--- src/hw/rtl/rdh_pkg.sv ---
// ----------------------------------------------------------------------------
// rdh_pkg
// Shared types and constants for the reuse distance histogram.
// ----------------------------------------------------------------------------
package rdh_pkg;

  localparam int DEPTH_DEF      = 64;
  localparam int KEY_BITS_DEF   = 32;
  localparam int COUNT_BITS_DEF = 48;
  localparam int KEY_W          = 32;
  localparam int BIN_W          = 7;
  localparam int OUT_COUNT_W    = 48;

  localparam logic KIND_ACCESS = 1'b0;
  localparam logic KIND_READ   = 1'b1;

  // controller to datapath
  typedef struct packed {
    logic load;    // capture input item
    logic search;  // register stack compare result
    logic update;  // on access shift stack, bump counter; latch result
  } rdh_cmd_t;

  // datapath to controller
  typedef struct packed {
    logic is_read;
  } rdh_sts_t;

endpackage

--- src/hw/rtl/rdh_ctrl.sv ---
// ----------------------------------------------------------------------------
// rdh_ctrl
// Sequencer: capture, search, update, then hold the result for transfer.
// ----------------------------------------------------------------------------
module rdh_ctrl (
  input  logic              clk,
  input  logic              rst_n,
  input  logic              in_valid,
  output logic              in_ready,
  output logic              out_valid,
  input  logic              out_ready,
  input  rdh_pkg::rdh_sts_t sts,
  output rdh_pkg::rdh_cmd_t cmd
);
  import rdh_pkg::*;

  typedef enum logic [1:0] {S_IDLE, S_SEARCH, S_UPDATE} state_t;

  state_t state_r;
  logic   out_valid_r;

  // accept in idle while the result slot is free or drains this cycle
  assign in_ready   = (state_r == S_IDLE) && (!out_valid_r || out_ready);
  assign out_valid  = out_valid_r;
  assign cmd.load   = in_valid && in_ready;
  assign cmd.search = (state_r == S_SEARCH);
  assign cmd.update = (state_r == S_UPDATE);

  always_ff @(posedge clk) begin
    if (!rst_n) begin
      state_r     <= S_IDLE;
      out_valid_r <= 1'b0;
    end else begin
      if (out_valid_r && out_ready) out_valid_r <= 1'b0;
      unique case (state_r)
        S_IDLE: begin
          if (cmd.load) state_r <= S_SEARCH;
        end
        S_SEARCH: begin
          state_r <= S_UPDATE;
        end
        S_UPDATE: begin
          out_valid_r <= 1'b1;
          state_r     <= S_IDLE;
        end
        default: state_r <= S_IDLE;
      endcase
    end
  end

  wire unused_sts = sts.is_read;
endmodule

--- config.mk ---
export PLATFORM = sky130hd
export DESIGN_NAME = rdh_ctrl
export DESIGN_NICKNAME = d
export VERILOG_FILES = /design/src/hw/rtl/rdh_pkg.sv /design/src/hw/rtl/rdh_ctrl.sv
export SDC_FILE = /design/constraint.sdc
export NUM_CORES = 1
export LEC_CHECK = 0
export BUFFER_PORTS_ARGS = -buffer_cell sky130_fd_sc_hd__buf_2
export CORE_AREA = 5 5 42 44
export DETAILED_ROUTE_END_ITERATION = 8
export DIE_AREA = 0 0 47 49
export HOLD_SLACK_MARGIN = 0.05
export SYNTH_ARGS = -nofsm -noshare
export SYNTH_HDL_FRONTEND = slang
export SYNTH_SLANG_ARGS = --single-unit
--- constraint.sdc ---
create_clock -name clk -period 0.8 [get_ports clk]
set_input_delay 0.12 -clock clk [delete_from_list [all_inputs] [get_ports clk]]
set_output_delay 0.12 -clock clk [all_outputs]
set_load 0.02 [all_outputs]
Word-level counts from Yosys, hierarchy flattened. Cells that the tools add are included.

Reduce and logical (&&, ||, !) cells: 7. Mux-type cells: 4. Eq/ne operators: 3.

Operators by type and width (number): $pmux 2 s2 (1); $logic_and 1x1->1 (3); $eq 2x1->1 const B (1); $eq 2x2->1 const B (1); $logic_not 2->1 (1); $mux 1 (2); $mux 2 (1); $ne 2x2->1 const B (1); $reduce_bool 2->1 (1); $logic_not 1->1 (1); $logic_or 1x1->1 (1).

Input bits: 5. Output and inout bits: 5. Register bits: 3.

Depth between registers and ports, before layout. Gate-level depths: netlist (run 1).

Depth after elaboration: 6. Gate-level depth with buffers: 2.

Worst setup path after synthesis (run 1). No wires, ideal clock.

Path kind: register to output. From: register out_valid_r, in the netlist out_valid. To: output cmd[2] (netlist name). Required time: 680 ps. Arrival: 1271 ps. Stages on the path, launching flop included: 3. Path buffers: 0. Setup slack: -591 ps. Cell sequence: dfxtp_1 -> nor2b_1 -> nor4b_1.

RTL lines: start: declaration (RTL line rdh_ctrl.sv:20) `logic out_valid_r;`; start signal: assignment (RTL line rdh_ctrl.sv:32) `out_valid_r <= 1'b0;`; start signal: assignment (RTL line rdh_ctrl.sv:34) `if (out_valid_r && out_ready) out_valid_r <= 1'b0;`; start signal: assignment (RTL line rdh_ctrl.sv:43) `out_valid_r <= 1'b1;`; end: declaration (RTL line rdh_ctrl.sv:13) `output rdh_pkg::rdh_cmd_t cmd`.

==> results of run 1 <==
layout make-up:
class,count,area (um^2)
Clock buffer,4,26.3
Fill cell,165,1080
Multi-Input combinational cell,9,105
Tap cell,16,20.0
Timing Repair Buffer,12,101
Sequential cell,3,68.8
cells in the mapped netlist:
cell	instances
and2_1	1
dfxtp_1	3
nand2_1	1
nor2b_1	3
nor3_1	1
nor4_1	1
nor4b_1	1
o21a_1	1
routing by layer:
metal | track usage, % | wire length (um) | vias to the layer above | share of wire, %
met5 | 0 | 0 | - | 0
met4 | 4.15 | 0 | 0 | 0
met3 | 4.06 | 79 | 0 | 20
met2 | 3.85 | 133 | 9 | 33
met1 | 6.15 | 188 | 66 | 47
li1 | - | - | 74 | -
power by group:
group | switching (mW) | internal (mW) | total [mW]
registers | 0.0139 | 0.155 | 0.169
clock network | 0.0746 | 0.187 | 0.261
logic | 0.0477 | 0.0674 | 0.115
total | 0.136 | 0.410 | 0.546
flip-flops by register name (all words and copies together), names as in the netlist:
| signal | cells |
|---|---|
| out_valid | 1 |
| state_r | 2 |
worst min-delay path by stage:
stage | end | cells after the start
after global placement | state_r[0] | 3
final | out_valid | 2
after floorplan | state_r[0] | 2
after detailed placement | state_r[0] | 3
after CTS | state_r[1] | 2
after global routing | out_valid | 2
worst reg2reg max path, delay by kind of cell (launching register included):
family	cells	cell delay, ps
flops	1	380
buf+inv	2	210
compound gates	1	170
simple gates	1	30
per-stage QoR:
step / utilization (%) / std cells / area [um^2] / hold slack [ps] / setup TNS [ps]
floorplan: - / 12 / 165 / 230 / -300
global placement: 17.1 / 38 / 240 / 355 / -479
detailed placement: 17.1 / 38 / 240 / 361 / -505
CTS: 21.5 / 43 / 302 / 118 / -1410
global route: 22.9 / 44 / 322 / 145 / -1780
finish: 22.9 / 44 / 322 / 130 / -1450
timing repair:
action                                 CTS  global route
hold buffers                             0             0
gates resized for setup                  9             4
cloned                                   0             0
setup buffers                            1             2
pin swaps                                3             1
setup endpoints to repair                7             7
endpoints found under the hold margin    0             0
logic make-up after synthesis:
| kind of cell | share of synthesized area [%] |
|---|---|
| AO/OA/AOI/OAI | 6.45 |
| flip-flops | 51.6 |
| AND/OR/NAND/NOR | 41.9 |
==> impl_results.md, run 1 <==
- Io pins: 10
- Clock root cell: clkbuf_4
- Worst-Margin Slew: 178 ps
- Most frequent cells in the layout: buf_6 (5), buf_4 (4), nor2b_4 (3), clkbuf_4 (3), buf_2 (3)
- CTS tree: done
- Synthesized instance count: 12
- Crit path max fanout: 2
- DRC violations left: 0
- Status: complete, but fails checks
- Clock Latency Late Sink: 230 ps
- Fin nets: 34
- Post-Route WL: 401 um
- Layout cell share with drive strength beyond 1: 85.7%
- Syn-to-layout area delta: 176%
- CP startpoint: out_valid
- Crit path max-delay family: simple AND/OR/NAND/NOR gates
- Unique masters post-synth: 8
- Post-Place Setup Slack: -185 ps
- Worst r2r dst: out_valid
- Arr. time, crit path: 1070 ps
- Synth Area per Inst: 9.70 um^2
- Die ar.: 2300 um^2
- CP max-delay cell: dfxtp_2
- Sequential area share after synthesis: 51.6%
- Final WS setup: -393 ps
- Die height: 49 um
- Final critical-path share of the clock period: 149%
- Worst R2R Setup Slack: -100 ps
- Yosys top cell by area: dfxtp_1
- DR vias/cell: 3.39
- Setup CP Type: flop to output port
- Levels on crit path: 3
- Initial Utilization: 8.30%
- Unrepaired setup endpoints after global routing: true
- N_diodes: 0
- Hold path start: rst_n
- Largest net degree at the start of global routing: 6
- Reg2reg path depth: 4
- Row count: 14
- Ranking of synthesized cells by area: dfxtp_1 (52%), nor2b_1 (16%), nor4b_1 (7.5%)
- Crit-path cells: nor2b_4, nor4b_4, buf_4
- Fmax: 0.838 GHz
- GRT overflow: 0
- DR pass1 iterations: 2
- Synth Warn #: 0
- Top cell type's share of synthesized area: 51.6%
- Syn Std Cell Area: 116 um^2
- Commonest non-fill, non-tap cell in the layout: buf_6
- Total CTS buffers: 3
- Final RePlAce weighted congestion: 0.756
- Critical Path End Type: output port
- Post-DP HPWL: 309 um
- Max-cap violations: 0
- Startpoint types: flop
- Total power draw: 0.546 mW
- Clk slew on worst S/H paths: 30 ps
- Crit path to: cmd[2]
- CTS Sinks: 3
- Slew Limit Headroom: 88.1%
- Worst Path Buf+Inv: 1
- Final hold violations: 0
- PortBufs: 8
- Slowest stage delay, CP: 310 ps
- Worst EP required: 680 ps
- Register bit total from synthesis: 3
- Htree depth: 1
- Failing checks: setup timing
- Final setup viols: 6
- Tmin final: 1190 ps
- Post-route ant nets: 0
- Initial antenna violation count: 0
- Clk_skew: 2.11 ps
- Worst Hold Class: input pin to flop
- WL/cell: 9.11 um
- Max VDD drop: 429 uV
- First-pass GRT wire length: 710 um
- Number of global-route vias before repair: 170
- Leak Pwr: 0.138 nW
- DIE WIDTH: 47 um
- Cell Pwr Density: 1700 nW/um^2
- RR Startpoint: state_r[0]
- Final slew viol count: 0
- 1st-iter DRT viols: 1
- GRT Util Overall: 4.58%
- Core area: 1400 um^2
- Post-Syn Nets: 17
- Via count: 149
- Clock Path Buffers: 2
(Power assumes the default switching activity.)
==> inputs of run 2 (changes only) <==
--- a/config.mk
+++ b/config.mk
@@ -10,6 +10,8 @@
 export DETAILED_ROUTE_END_ITERATION = 8
 export DIE_AREA = 0 0 47 49
 export HOLD_SLACK_MARGIN = 0.05
+export PLACE_DENSITY = 0.3
+export SLEW_MARGIN = 20
 export SYNTH_ARGS = -nofsm -noshare
 export SYNTH_HDL_FRONTEND = slang
 export SYNTH_SLANG_ARGS = --single-unit
==> run 2 against run 1 <==
  * The run still ends with setup timing left
  * Sequential share of layout area fell by 1.0 points
  * Global-route usage fell by 0.22 points
  * Worst setup slack improved by 30 ps
  * Non-clock buffer count did not move
  * Via count rose by 2.7%
  * Critical path type unchanged
  * Largest cell class unchanged
==> impl_results.md, run 2 (synthesized netlist as in run 1, its figures left out) <==
- Clock Path Buffers: 2 (unchanged)
- Initial Utilization: 8.30% (unchanged)
- DIE WIDTH: 47 um (unchanged)
- DRC violations left: 0 (unchanged)
- Cell Pwr Density: 1660 nW/um^2 (was 1700 nW/um^2)
- Worst Hold Class: input pin to flop (unchanged)
- Post-Place Cells: 37 (was 38)
- Most frequent cells in the layout: buf_6 (6), buf_2 (4), nor2b_4 (3), clkbuf_4 (3) (was buf_6 (5), buf_4 (4), nor2b_4 (3), clkbuf_4 (3), buf_2 (3))
- DR vias/cell: 3.48 (was 3.39)
- Htree depth: 1 (unchanged)
- Final slew viol count: 0 (unchanged)
- Commonest non-fill, non-tap cell in the layout: buf_6 (unchanged)
- Leak Pwr: 0.144 nW (was 0.138 nW)
- RR Startpoint: out_valid (was state_r[0])
- Core area: 1400 um^2 (unchanged)
- Slew Limit Headroom: 87.5% (was 88.1%)
- Syn-to-layout area delta: 190% (was 176%)
- Die ar.: 2300 um^2 (unchanged)
- PortBufs: 8 (unchanged)
- Hold depth: 2 (unchanged)
- Hold path start: rst_n (unchanged)
- Clock root cell: clkbuf_4 (unchanged)
- Largest net degree at the start of global routing: 6 (unchanged)
- First-pass GRT wire length: 648 um (was 710 um)
- Post-route insts no fill: 44 (unchanged)
- Reg2reg path depth: 4 (unchanged)
- Die height: 49 um (unchanged)
- Fin area: 338 um^2 (was 322 um^2)
- Fmax: 0.860 GHz (was 0.838 GHz)
- Post-Route WL: 428 um (was 401 um)
- Clock Latency Late Sink: 230 ps (about the same)
- Via count: 153 (was 149)
- Worst EP required: 680 ps (about the same)
- Initial antenna violation count: 0 (unchanged)
- CTS Sinks: 3 (unchanged)
- Failing checks: setup timing (unchanged)
- Max-cap violations: 0 (unchanged)
- Worst Hold End: state_r[1] (was out_valid)
- WL/cell: 9.73 um (was 9.11 um)
- Worst r2r dst: state_r[0] (was out_valid)
- Unrepaired setup endpoints after global routing: true (unchanged)
- CP max-delay cell: dfxtp_2 (unchanged)
- CTS tree: done (unchanged)
- Hold_buf cts: 0 (unchanged)
- Fin nets: 34 (unchanged)
- Critical Path End Type: output port (unchanged)
- Final critical-path share of the clock period: 145% (was 149%)
- Total CTS buffers: 3 (unchanged)
- Max reg flops: 2 (unchanged)
- Crit-path cells: nor2b_4, nor4b_4, buf_4 (unchanged)
- Placed inst area: 233 um^2 (was 240 um^2)
- GRT overflow: 0 (unchanged)
- Setup CP Type: flop to output port (unchanged)
- Final WS setup: -363 ps (was -393 ps)
- Worst-Margin Slew: 186 ps (was 178 ps)
- Worst R2R Setup Slack: -80 ps (was -100 ps)
- Crit path max fanout: 2 (unchanged)
- Util after Layout: 24.1% (was 22.9%)
- Tmin final: 1160 ps (was 1190 ps)
- Clk_skew: 1.27 ps (was 2.11 ps)
- Number of global-route vias before repair: 164 (was 170)
- DR pass1 iterations: 4 (was 2)
- Max VDD drop: 478 uV (was 429 uV)
- Final hold violations: 0 (unchanged)
- Startpoint types: flop (unchanged)
- Status: complete, but fails checks (unchanged)
- Clk slew on worst S/H paths: 40 ps (was 30 ps)
- 1st-iter DRT viols: 2 (was 1)
- Biggest register: state_r (unchanged)
- Io pins: 10 (unchanged)
- Row count: 14 (unchanged)
- Layout cell share with drive strength beyond 1: 85.7% (unchanged)
- Final setup viols: 7 (was 6)
- Arr. time, crit path: 1040 ps (was 1070 ps)
- Post-route ant nets: 0 (unchanged)
- N_diodes: 0 (unchanged)
- Post-DP HPWL: 289 um (was 309 um)
- Slowest stage delay, CP: 310 ps (about the same)
- Final RePlAce weighted congestion: 0.682 (was 0.756)
- Post-Place Setup Slack: -195 ps (was -185 ps)
- GRT Util Overall: 4.36% (was 4.58%)
[run 2: changes by cell type in the layout (fill, tap and decap cells not counted)]
cell    change
buf_2       +1
buf_4       -2
buf_6       +1
nor3_2      -1
nor3_4      +1
nor4_2      -1
nor4_4      +1
[run 2: what timing repair did]
item / in CTS / in global routing
setup buffers: 0 / 3
setup endpoints to repair: 7 / 7
resized for setup: 8 / 6
pin swaps: 2 / 1
[run 2: area by class of cell]
type                            instances  area, um^2
Clock buffer                            4        26.3
Fill cell                             164        1060
Sequential cell                         3        68.8
Multi-Input combinational cell          9         120
Tap cell                               16        20.0
Timing Repair Buffer                   12         103
[run 2: stage by stage]
stage,total power [mW],hold WS (ps),TNS [ps]
floorplan,0.226,230,-300
global placement,0.257,360,-503
detailed placement,0.258,363,-540
CTS,0.548,128,-1370
global route,0.601,148,-1610
finish,0.560,141,-1340
[run 2: power breakdown]
group | switching (mW) | internal (mW) | leakage, nW | total [mW]
Sequential | 0.0160 | 0.156 | 0.0264 | 0.172
Clock | 0.0737 | 0.187 | 0.0150 | 0.260
Combinational | 0.0529 | 0.0749 | 0.103 | 0.128
Total | 0.143 | 0.417 | 0.144 | 0.560
[run 2: worst max-delay path: cells and delay by family (launching register included)]
kind | cells | cell delay [ps]
AND/OR/NAND/NOR | 2 | 330
flip-flops | 1 | 310
buffers and inverters | 1 | 180
[run 2: metal layers]
metal | vias up | track usage [%] | part of all wire, %
met3 | 0 | 4.43 | 10
met5 | - | 0 | 0
met2 | 7 | 4.98 | 44
met1 | 72 | 4.81 | 46
met4 | 0 | 2.76 | 0
li1 | 74 | - | -
[run 2: worst max-delay path by stage]
| stage | startpoint | end | slack [ps] | cells past startpoint |
|---|---|---|---|---|
| after global routing | out_valid | cmd[2] | -420 | 3 |
| after detailed placement | out_valid | cmd[2] | -190 | 3 |
| final | out_valid | cmd[2] | -360 | 3 |
| after CTS | out_valid | cmd[2] | -410 | 3 |
| after global placement | out_valid | cmd[2] | -180 | 3 |
| after floorplan | out_valid | cmd[2] | -200 | 2 |
